File: src/rtl/wsd_pkg.sv
// Package for the websocket frame decoder: parser phase type and header constants.
// No dependencies.
`timescale 1ns / 1ps

package wsd_pkg;

  localparam int unsigned OFFSET_W = 14;

  // 7-bit length code that announces a 16-bit extended length; the code above it announces a 64-bit one
  localparam logic [6:0] LEN_EXT16 = 7'd126;

  typedef enum logic [2:0] {
    PH_START   = 3'd0,
    PH_LEN7    = 3'd1,
    PH_LEN16   = 3'd2,
    PH_LEN64   = 3'd3,
    PH_MASK    = 3'd4,
    PH_PAYLOAD = 3'd5
  } phase_t;

endpackage

File: src/rtl/wsd_in_if.sv
// Input channel of the websocket frame decoder: one stream byte per word.
// No dependencies.
`timescale 1ns / 1ps

interface wsd_in_if;
  logic       valid;
  logic       ready;
  logic [7:0] in_byte;

  modport source (output valid, output in_byte, input ready);
  modport sink (input valid, input in_byte, output ready);
endinterface

File: src/rtl/wsd_out_if.sv
// Output channel of the websocket frame decoder: one decoded byte per word.
// Depends on wsd_pkg.
`timescale 1ns / 1ps

interface wsd_out_if;
  import wsd_pkg::*;

  logic                valid;
  logic                ready;
  logic [7:0]          out_byte;
  logic                payload_valid;
  logic [OFFSET_W-1:0] payload_offset;
  logic                oversize;
  logic                frame_end;
  logic [3:0]          opcode;
  logic                fin;

  modport source (
    output valid, output out_byte, output payload_valid, output payload_offset,
    output oversize, output frame_end, output opcode, output fin, input ready
  );
  modport sink (
    input valid, input out_byte, input payload_valid, input payload_offset,
    input oversize, input frame_end, input opcode, input fin, output ready
  );
endinterface

File: src/rtl/websocket_frame_decoder.sv
// Path: a word passes the input register and then the result register before it leaves.
// Throughput: one byte per cycle while the output is not stalled; the parser state updates in the single step
// between the input and result registers.
// Reset (rst, synchronous): parser back to start of frame, lengths, key and flags cleared,
// both pipeline registers empty. Depends on wsd_pkg, wsd_in_if, wsd_out_if.
`timescale 1ns / 1ps

module websocket_frame_decoder #(
  parameter int unsigned MAX_STORE = 16384
) (
  input logic        clk,
  input logic        rst,
  wsd_in_if.sink     in_ch,
  wsd_out_if.source  out_ch
);
  import wsd_pkg::*;

  localparam logic [63:0] STORE_LIMIT = 64'(MAX_STORE);

  logic       s1_valid;
  logic [7:0] s1_byte;
  logic       advance;

  phase_t          phase, phase_next;
  logic [2:0]      byte_count, byte_count_next;
  logic [3:0]      frame_opcode, frame_opcode_next;
  logic            frame_fin, frame_fin_next;
  logic            is_masked, is_masked_next;
  logic [63:0]     payload_length, payload_length_next;
  logic [63:0]     payload_position, payload_position_next;
  logic [3:0][7:0] mask_key, mask_key_next;

  logic [2:0]          cnt_inc;
  logic [63:0]         pos_inc;
  logic [7:0]          data;
  logic                store;
  logic [OFFSET_W-1:0] offset;
  logic                over;
  logic                end_flag;

  logic                out_valid;
  logic [7:0]          out_byte;
  logic                payload_valid;
  logic [OFFSET_W-1:0] payload_offset;
  logic                oversize;
  logic                frame_end;
  logic [3:0]          opcode;
  logic                fin;

  assign advance     = s1_valid && (!out_valid || out_ch.ready);
  assign in_ch.ready = !rst && (!s1_valid || !out_valid || out_ch.ready);

  always_ff @(posedge clk) begin
    if (rst) begin
      s1_valid <= 1'b0;
    end else if (in_ch.valid && in_ch.ready) begin
      s1_valid <= 1'b1;
    end else if (advance) begin
      s1_valid <= 1'b0;
    end
    if (in_ch.valid && in_ch.ready) begin
      s1_byte <= in_ch.in_byte;
    end
  end

  always_comb begin
    phase_next            = phase;
    byte_count_next       = byte_count;
    frame_opcode_next     = frame_opcode;
    frame_fin_next        = frame_fin;
    is_masked_next        = is_masked;
    payload_length_next   = payload_length;
    payload_position_next = payload_position;
    mask_key_next         = mask_key;
    cnt_inc               = byte_count + 3'd1;
    pos_inc               = payload_position + 64'd1;
    data                  = 8'd0;
    store                 = 1'b0;
    offset                = '0;
    over                  = 1'b0;
    end_flag              = 1'b0;

    case (phase)
      PH_LEN7: begin
        is_masked_next  = s1_byte[7];
        byte_count_next = 3'd0;
        if (s1_byte[6:0] < LEN_EXT16) begin
          payload_length_next = {57'd0, s1_byte[6:0]};
          if (s1_byte[7]) begin
            phase_next = PH_MASK;
          end else if (s1_byte[6:0] == 7'd0) begin
            phase_next = PH_START;
            end_flag   = 1'b1;
          end else begin
            payload_position_next = 64'd0;
            phase_next            = PH_PAYLOAD;
          end
        end else begin
          phase_next          = (s1_byte[6:0] == LEN_EXT16) ? PH_LEN16 : PH_LEN64;
          payload_length_next = 64'd0;
        end
      end
      PH_LEN16, PH_LEN64: begin
        payload_length_next = {payload_length[55:0], s1_byte};
        byte_count_next     = cnt_inc;
        if ((phase == PH_LEN16 && cnt_inc == 3'd2) ||
            (phase == PH_LEN64 && cnt_inc == 3'd0)) begin
          byte_count_next = 3'd0;
          if (is_masked) begin
            phase_next = PH_MASK;
          end else if (payload_length_next == 64'd0) begin
            phase_next = PH_START;
            end_flag   = 1'b1;
          end else begin
            payload_position_next = 64'd0;
            phase_next            = PH_PAYLOAD;
          end
        end
      end
      PH_MASK: begin
        mask_key_next[byte_count[1:0]] = s1_byte;
        byte_count_next                = cnt_inc;
        if (cnt_inc >= 3'd4) begin
          byte_count_next = 3'd0;
          if (payload_length == 64'd0) begin
            phase_next = PH_START;
            end_flag   = 1'b1;
          end else begin
            payload_position_next = 64'd0;
            phase_next            = PH_PAYLOAD;
          end
        end
      end
      PH_PAYLOAD: begin
        data = is_masked ? (s1_byte ^ mask_key[payload_position[1:0]]) : s1_byte;
        if (payload_length <= STORE_LIMIT) begin
          store  = 1'b1;
          offset = payload_position[OFFSET_W-1:0];
        end else begin
          over = 1'b1;
        end
        payload_position_next = pos_inc;
        if (pos_inc >= payload_length) begin
          phase_next      = PH_START;
          byte_count_next = 3'd0;
          end_flag        = 1'b1;
        end
      end
      default: begin
        frame_opcode_next = s1_byte[3:0];
        frame_fin_next    = s1_byte[7];
        phase_next        = PH_LEN7;
        byte_count_next   = 3'd0;
      end
    endcase
  end

  always_ff @(posedge clk) begin
    if (rst) begin
      phase            <= PH_START;
      byte_count       <= 3'd0;
      frame_opcode     <= 4'd0;
      frame_fin        <= 1'b0;
      is_masked        <= 1'b0;
      payload_length   <= 64'd0;
      payload_position <= 64'd0;
      mask_key         <= '0;
    end else if (advance) begin
      phase            <= phase_next;
      byte_count       <= byte_count_next;
      frame_opcode     <= frame_opcode_next;
      frame_fin        <= frame_fin_next;
      is_masked        <= is_masked_next;
      payload_length   <= payload_length_next;
      payload_position <= payload_position_next;
      mask_key         <= mask_key_next;
    end
  end

  always_ff @(posedge clk) begin
    if (rst) begin
      out_valid <= 1'b0;
    end else if (advance) begin
      out_valid <= 1'b1;
    end else if (out_ch.ready) begin
      out_valid <= 1'b0;
    end
    if (advance) begin
      out_byte       <= data;
      payload_valid  <= store;
      payload_offset <= offset;
      oversize       <= over;
      frame_end      <= end_flag;
      opcode         <= frame_opcode_next;
      fin            <= frame_fin_next;
    end
  end

  assign out_ch.valid          = out_valid;
  assign out_ch.out_byte       = out_byte;
  assign out_ch.payload_valid  = payload_valid;
  assign out_ch.payload_offset = payload_offset;
  assign out_ch.oversize       = oversize;
  assign out_ch.frame_end      = frame_end;
  assign out_ch.opcode         = opcode;
  assign out_ch.fin            = fin;

endmodule

File: src/flat_wrapper.sv
// flat-port wrapper written by rule: the top's interface ports become plain ports
module websocket_frame_decoder_flat import wsd_pkg::*;
#(
  parameter int unsigned MAX_STORE = 16384
)
  (clk, rst, in_ch_valid, in_ch_in_byte, in_ch_ready, out_ch_valid, out_ch_out_byte, out_ch_payload_valid, out_ch_payload_offset, out_ch_oversize, out_ch_frame_end, out_ch_opcode, out_ch_fin, out_ch_ready);
  wsd_in_if in_ch_i ();
  wsd_out_if out_ch_i ();
  input logic clk;
  input logic rst;
  input wire logic [$bits(in_ch_i.valid)-1:0] in_ch_valid;
  input wire logic [$bits(in_ch_i.in_byte)-1:0] in_ch_in_byte;
  output wire logic [$bits(in_ch_i.ready)-1:0] in_ch_ready;
  output wire logic [$bits(out_ch_i.valid)-1:0] out_ch_valid;
  output wire logic [$bits(out_ch_i.out_byte)-1:0] out_ch_out_byte;
  output wire logic [$bits(out_ch_i.payload_valid)-1:0] out_ch_payload_valid;
  output wire logic [$bits(out_ch_i.payload_offset)-1:0] out_ch_payload_offset;
  output wire logic [$bits(out_ch_i.oversize)-1:0] out_ch_oversize;
  output wire logic [$bits(out_ch_i.frame_end)-1:0] out_ch_frame_end;
  output wire logic [$bits(out_ch_i.opcode)-1:0] out_ch_opcode;
  output wire logic [$bits(out_ch_i.fin)-1:0] out_ch_fin;
  input wire logic [$bits(out_ch_i.ready)-1:0] out_ch_ready;
  assign in_ch_i.valid = in_ch_valid;
  assign in_ch_i.in_byte = in_ch_in_byte;
  assign in_ch_ready = in_ch_i.ready;
  assign out_ch_valid = out_ch_i.valid;
  assign out_ch_out_byte = out_ch_i.out_byte;
  assign out_ch_payload_valid = out_ch_i.payload_valid;
  assign out_ch_payload_offset = out_ch_i.payload_offset;
  assign out_ch_oversize = out_ch_i.oversize;
  assign out_ch_frame_end = out_ch_i.frame_end;
  assign out_ch_opcode = out_ch_i.opcode;
  assign out_ch_fin = out_ch_i.fin;
  assign out_ch_i.ready = out_ch_ready;
  websocket_frame_decoder #(.MAX_STORE(MAX_STORE)) u_core (.clk(clk), .rst(rst), .in_ch(in_ch_i), .out_ch(out_ch_i));
endmodule
File: config.mk
export PLATFORM = sky130hd
export DESIGN_NAME = websocket_frame_decoder_flat
export DESIGN_NICKNAME = d
export VERILOG_FILES = /design/src/rtl/wsd_pkg.sv /design/src/rtl/wsd_in_if.sv /design/src/rtl/wsd_out_if.sv /design/src/rtl/websocket_frame_decoder.sv /design/src/flat_wrapper.sv
export SDC_FILE = /design/constraint.sdc
export NUM_CORES = 1
export LEC_CHECK = 0
export ABC_AREA = 1
export BUFFER_PORTS_ARGS = -buffer_cell sky130_fd_sc_hd__buf_2
export CORE_ASPECT_RATIO = 0.75
export CORE_MARGIN = 2
export CORE_UTILIZATION = 30
export DETAILED_ROUTE_END_ITERATION = 10
export HOLD_SLACK_MARGIN = 0.08
export PLACE_DENSITY = 0.56
export SETUP_SLACK_MARGIN = 0.02
export SLEW_MARGIN = 20
export SYNTH_ARGS = -nofsm -noshare
export SYNTH_HDL_FRONTEND = slang
export SYNTH_SLANG_ARGS = --single-unit
File: constraint.sdc
create_clock -name clk -period 3.3 [get_ports clk]
set_input_delay 0.165 -clock clk [delete_from_list [all_inputs] [get_ports clk]]
set_output_delay 0.165 -clock clk [all_outputs]
set_load 0.02 [all_outputs]
Word level (Yosys, flattened, before mapping). Cells that the tools add are included.

Register bits after elaboration: 212. Latch bits: 0. RAM bits: 0. Memory bits (read-only): 0. Bits of input ports: 12. Output and inout bits: 32. Logic and storage cells: 126. Memories: 0.

Add/sub/neg operators: 2. Multipliers: 0. Div/mod/pow operators: 0. Order comparisons: 7. Equality and inequality tests: 16. Shifts and indexed selects: 0. Muxes and demuxes: 49. Bitwise operators: 1. Reduce and logical (&&, ||, !) cells: 30.

Operators by type and width (count): 2-to-1 mux 64 bit (8); one-hot mux 64 bit (4 select lines) (1); zero test 64 bit (2); one-hot mux 64 bit (2 select lines) (1); adder 64 x 1 -> 64 bit, second input constant (1); greater-or-equal comparator 64 bit (1); less-or-equal comparator 64 x 15 -> 1 bit, second input constant (1); 2-to-1 mux 3 bit (11); bitwise mux 32 bit (1); 2-to-1 mux 8 bit (3); 2-to-1 mux 1 bit (17); binary-select mux 8 bit (select 2 bit) (1); demux 8 bit (select 2 bit) (1); one-hot mux 3 bit (4 select lines) (1); inequality test 2 bit, second input constant (5); AND reduction 10 bit (1); AND reduction 2 bit (5); equality test 3 x 2 -> 1 bit, second input constant (3); one-hot mux 3 bit (3 select lines) (1); inequality test 2 x 1 -> 1 bit, second input constant (4); bitwise XOR 8 bit (1); equality test 7 bit, second input constant (1); zero test 7 bit (1); < comparator 7 bit, second input constant (1); 18 further kinds (32).

Depth between registers and ports, before layout.
Depth in word-level cells: 6. Depth in mapped cells: 24. Depth with buffers taken out: 24.

Worst setup path before layout. Ideal clock, no wire load.

Kind: flip-flop to flip-flop. Start: register u_core.payload_position[0]. End: register u_core.byte_count[0]. Setup time: 116 ps. Arrival time: 2915 ps. Data required time: 3184 ps. Slack: 269 ps. Stages on the path, launching flop included: 18. Path buffers: 1. Period minus slack after synthesis: 3031 ps. Cell sequence: dfxtp_1 > buf_2 > nand3_4 > nor2_4 > and3_1 > nand3_1 > nor2_1 > nand3_1 > xor2_1 > ha_1 > nand4_1 > nor3_1 > nor3b_1 > nand2_1 > nand3_1 > nand2_1 > o21ai_0 > nor2_1.

Cells in the longest elaborated chain, start to end: 4.

RTL lines: start: declaration (line websocket_frame_decoder.sv:30) `logic [63:0] payload_position, payload_position_next;`; start signal: assignment (line websocket_frame_decoder.sv:175) `payload_position <= payload_position_next;`; adder 64 x 1 -> 64 bit (line websocket_frame_decoder.sv:76) `pos_inc = payload_position + 64'd1;`; greater-or-equal comparator 64 bit (line websocket_frame_decoder.sv:143) `if (pos_inc >= payload_length) begin`; inequality test 2 x 1 -> 1 bit (no line); AND reduction 2 bit (no line); end signal: assignment (line websocket_frame_decoder.sv:170) `byte_count <= byte_count_next;`; end: declaration (line websocket_frame_decoder.sv:25) `logic [2:0] byte_count, byte_count_next;`.

No other way between the ends. A chain may end at the register's enable or synchronous reset.

Worst setup path after layout.
Start: register u_core.payload_position[22]. End: register u_core.phase[0].

Cells in the longest elaborated chain, start to end: 4.

RTL lines: adder 64 x 1 -> 64 bit (line websocket_frame_decoder.sv:76); greater-or-equal comparator 64 bit (line websocket_frame_decoder.sv:143); inequality test 2 x 1 -> 1 bit (no line); AND reduction 4 bit (no line); end signal: assignment (line websocket_frame_decoder.sv:169) `phase <= phase_next;`; end: declaration (line websocket_frame_decoder.sv:24) `phase_t phase, phase_next;`.

No other way between the ends.

==> reports/qor.txt <==
status = finished, final reports clean
initial antenna violation count = 0
R2R Path End = u_core.phase[0]$_SDFFE_PP0P_
nature of the critical path endpoint = flop
Pre-antenna DRT Iters = 5
final cell count without fillers = 2444
clk slew on worst S/H paths = 60 ps
Hold Crit Depth = 2
Layout Nets = 1997
synth warn = 0
Reg2Reg Setup Slack = 70 ps
clk sinks = 212
n_diodes = 0
Post-synth top cells = nand2_1, a21oi_1, nor2_1, inv_1, dfxtp_1
Leak Pwr = 0.00682 uW
Synth top area share = 29.7%
Buf+Inv Stages, Crit Path = 6
Starting Density = 30.5%
CTS tree = yes
library cells used by synthesis = 38
root buf cell = clkbuf_16
mapped cell area = 11700 um2
final estimated routing congestion in global placement = 0.894
post-route ant nets = 0
dominant cell by count in the synthesized netlist = nand2_1
post-synth top area cell = dfxtp_1
post-layout min period = 3230 ps
largest net degree at the start of global routing = 71
clock buffer depth = 3
final hold violation count = 0
most used cell, CP = buf_6
DRC Markers = 0
I/O pin count = 44
reg2reg path depth = 22
worst path cell trace = nand2_2 > nor3_4 > buf_6 > nand2_2 > buf_6 > nor2_4 > buf_6 > nand3_2 > xor2_1 > inv_2 > ha_4 > nand2_1 > nor2_1 > nand2_1 > buf_4 > nor3b_2 > nand2_4 > nand3_4 > buf_6 > nand4_1 > nand2_1 > nor2_1
Async SR Flop Fraction = 0%
Worst Path Arrival = 3660 ps
synthesized instance count = 1656
grt ovf = 0
worst slew pin tran = 1070 ps
Crit path max-delay family = simple AND/OR/NAND/NOR gates
fraction of final layout cells with drive strength greater than 1 = 29.2%
dpl cells = 2365
Via density = 4.82
slew margin rel. = 28.8%
Hold EP = u_core.s1_valid$_SDFFE_PP0P_
Req. time, crit path = 3730 ps
pins over their slew limit = 0
Detailed Route Iter0 Violations = 980
fin crit share = 97.9%
Global Route Usage Sum = 18.3%
max frequency = 310 MHz
HPWL after DPL = 27.7 mm
worst hold start = rst
skew final = 35.2 ps
startpoint types = flop
FF-to-FF Start = u_core.payload_position[22]$_SDFFE_PP0P_
Max IR drop VDD = 0.289 mV
Syn Area/Cell = 7.09 um2
CP Max Fanout = 4
routed wire length per instance = 15.8 um
number of synthesized register bits = 212
CP Class = reg2reg
die height = 175 um
Max Cap Violations = 0
area grow syn2layout = 38.6%
final WL = 38.6 mm
Post-synth EDFFs = 38
Tot Pwr = 5960 uW
RSZ-0062 raised after global routing = yes
final setup vio count = 0
DIE AREA = 40800 um2
syn_nets = 1739
Pwr Density = 366 nW/um2
CP max stage cell = dfxtp_4
CORE AREA = 38500 um2
DIE WIDTH = 232 um
global-route wire length before repair = 59.0 mm
Cell Rows = 62
sequential share of the synthesized area = 39.4%
dominant synthesized flop cell = dfxtp_1
largest cells by area after synthesis = dfxtp_1, nand2_1, edfxtp_1
total CTS buffers = 24
clock insertion delay at the later pin of the skew report = 560 ps
Crit path largest cell delay = 360 ps
port bufs = 43
Hold WC Path Type = in2reg
Vias = 11800
H-tree depth = 1
vias in the first global route = 10700
Util after Layout = 42.3%
-- area by class of cell --
cell class | instances | area [um2]
fill | 3917 | 22200
multi-input combinational | 1202 | 7200
sequential | 212 | 4720
timing repair buffer | 289 | 2160
inverter | 185 | 702
tap | 512 | 641
clock buffer | 26 | 628
clock inverter | 18 | 225
-- how the worst max path moves through the flow --
stage,end,cells past startpoint,startpoint,slack [ps]
2_1_floorplan,u_core.byte_count[0]$_SDFFE_PP0P_,17,u_core.payload_position[0]$_SDFFE_PP0P_,270
3_3_place_gp,u_core.byte_count[0]$_SDFFE_PP0P_,21,u_core.payload_position[1]$_SDFFE_PP0P_,-580
3_5_place_dp,u_core.phase[2]$_SDFFE_PP0P_,22,u_core.payload_position[1]$_SDFFE_PP0P_,-660
4_1_cts,u_core.phase[2]$_SDFFE_PP0P_,23,u_core.payload_position[38]$_SDFFE_PP0P_,20
5_1_grt,u_core.phase[0]$_SDFFE_PP0P_,23,u_core.payload_position[38]$_SDFFE_PP0P_,-110
6_report,u_core.phase[0]$_SDFFE_PP0P_,22,u_core.payload_position[22]$_SDFFE_PP0P_,70
-- flip-flops by register name (all words and copies together), names as in the netlist, 4 cells and up --
signal	count
u_core.out_ch.out_byte	8
u_core.out_ch.payload_offset	14
u_core.s1_byte	8
u_core.payload_position	64
u_core.mask_key	32
u_core.frame_opcode	4
u_core.payload_length	64
u_core.out_ch.opcode	4
-- cells by family after synthesis --
| kind of cell | Yosys count | share of synthesized area, % |
|---|---|---|
| AND/OR/NAND/NOR | 773 | 27.2 |
| AO/OA/AOI/OAI | 299 | 13.2 |
| buffers and inverters | 242 | 8.20 |
| flip-flops | 212 | 39.4 |
| adder cells (fa/ha/maj) | 71 | 7.56 |
| XOR/XNOR | 59 | 4.40 |
-- per-layer routing --
| layer | track usage [%] | up-vias | part of all wire (%) |
|---|---|---|---|
| li1 | - | 5898 | - |
| met1 | 30.3 | 5520 | 52 |
| met2 | 23.9 | 323 | 39 |
| met3 | 3.07 | 41 | 6.9 |
| met4 | 3.40 | 0 | 1.5 |
| met5 | 0 | - | 0 |
-- through the flow --
step	TNS, ps	cell area, um2	hold WS [ps]	worst slack, ps
finish	0	16300	201	70.7
global route	-654	16300	252	-111
CTS	0	15400	192	20.2
detailed placement	-4300	14000	343	-665
global placement	-3660	14000	345	-582
floorplan	0	11700	264	269
-- power by group --
group / switching, uW / internal [uW]
sequential: 26.9 / 2660
combinational: 261 / 103
clock: 1200 / 1710
total: 1490 / 4480
-- cells in the final DEF (no fill, tap or decap), types with 11 or more instances in the layout --
cell type / count
nand4_1: 36
inv_2: 16
dfxtp_4: 17
nor3_2: 12
nand3_1: 26
clkbuf_16: 24
buf_2: 42
nand2_1: 418
dfxtp_2: 22
dlygate4sd3_1: 11
nand2_4: 11
a21oi_1: 194
dfxtp_1: 135
edfxtp_1: 38
o21ai_0: 76
buf_4: 224
ha_4: 12
ha_1: 59
nor2_4: 31
inv_1: 163
nand2_2: 36
nor2_1: 128
nor2_2: 33
xor2_1: 40
-- repair_timing --
| action | CTS | global route |
|---|---|---|
| hold endpoints to repair | 10 | 0 |
| endpoints found under the setup margin | 7 | 7 |
| resized for setup | 94 | 221 |
| pin swaps | 31 | 93 |
| hold buffers | 11 | 0 |
| buffers inserted | 12 | 14 |
-- worst register-to-register path: stages, from the launching register on --
cell,delay [ps]
dfxtp_4,360
nand2_2,90
nor3_4,230
buf_6,130
nand2_2,60
buf_6,120
nor2_4,140
buf_6,110
nand3_2,80
xor2_1,170
inv_2,110
ha_4,280
nand2_1,60
nor2_1,130
nand2_1,110
buf_4,150
nor3b_2,240
nand2_4,90
nand3_4,100
buf_6,120
nand4_1,70
nand2_1,90
nor2_1,70
No activity file was read; power rests on OpenSTA's default activity.
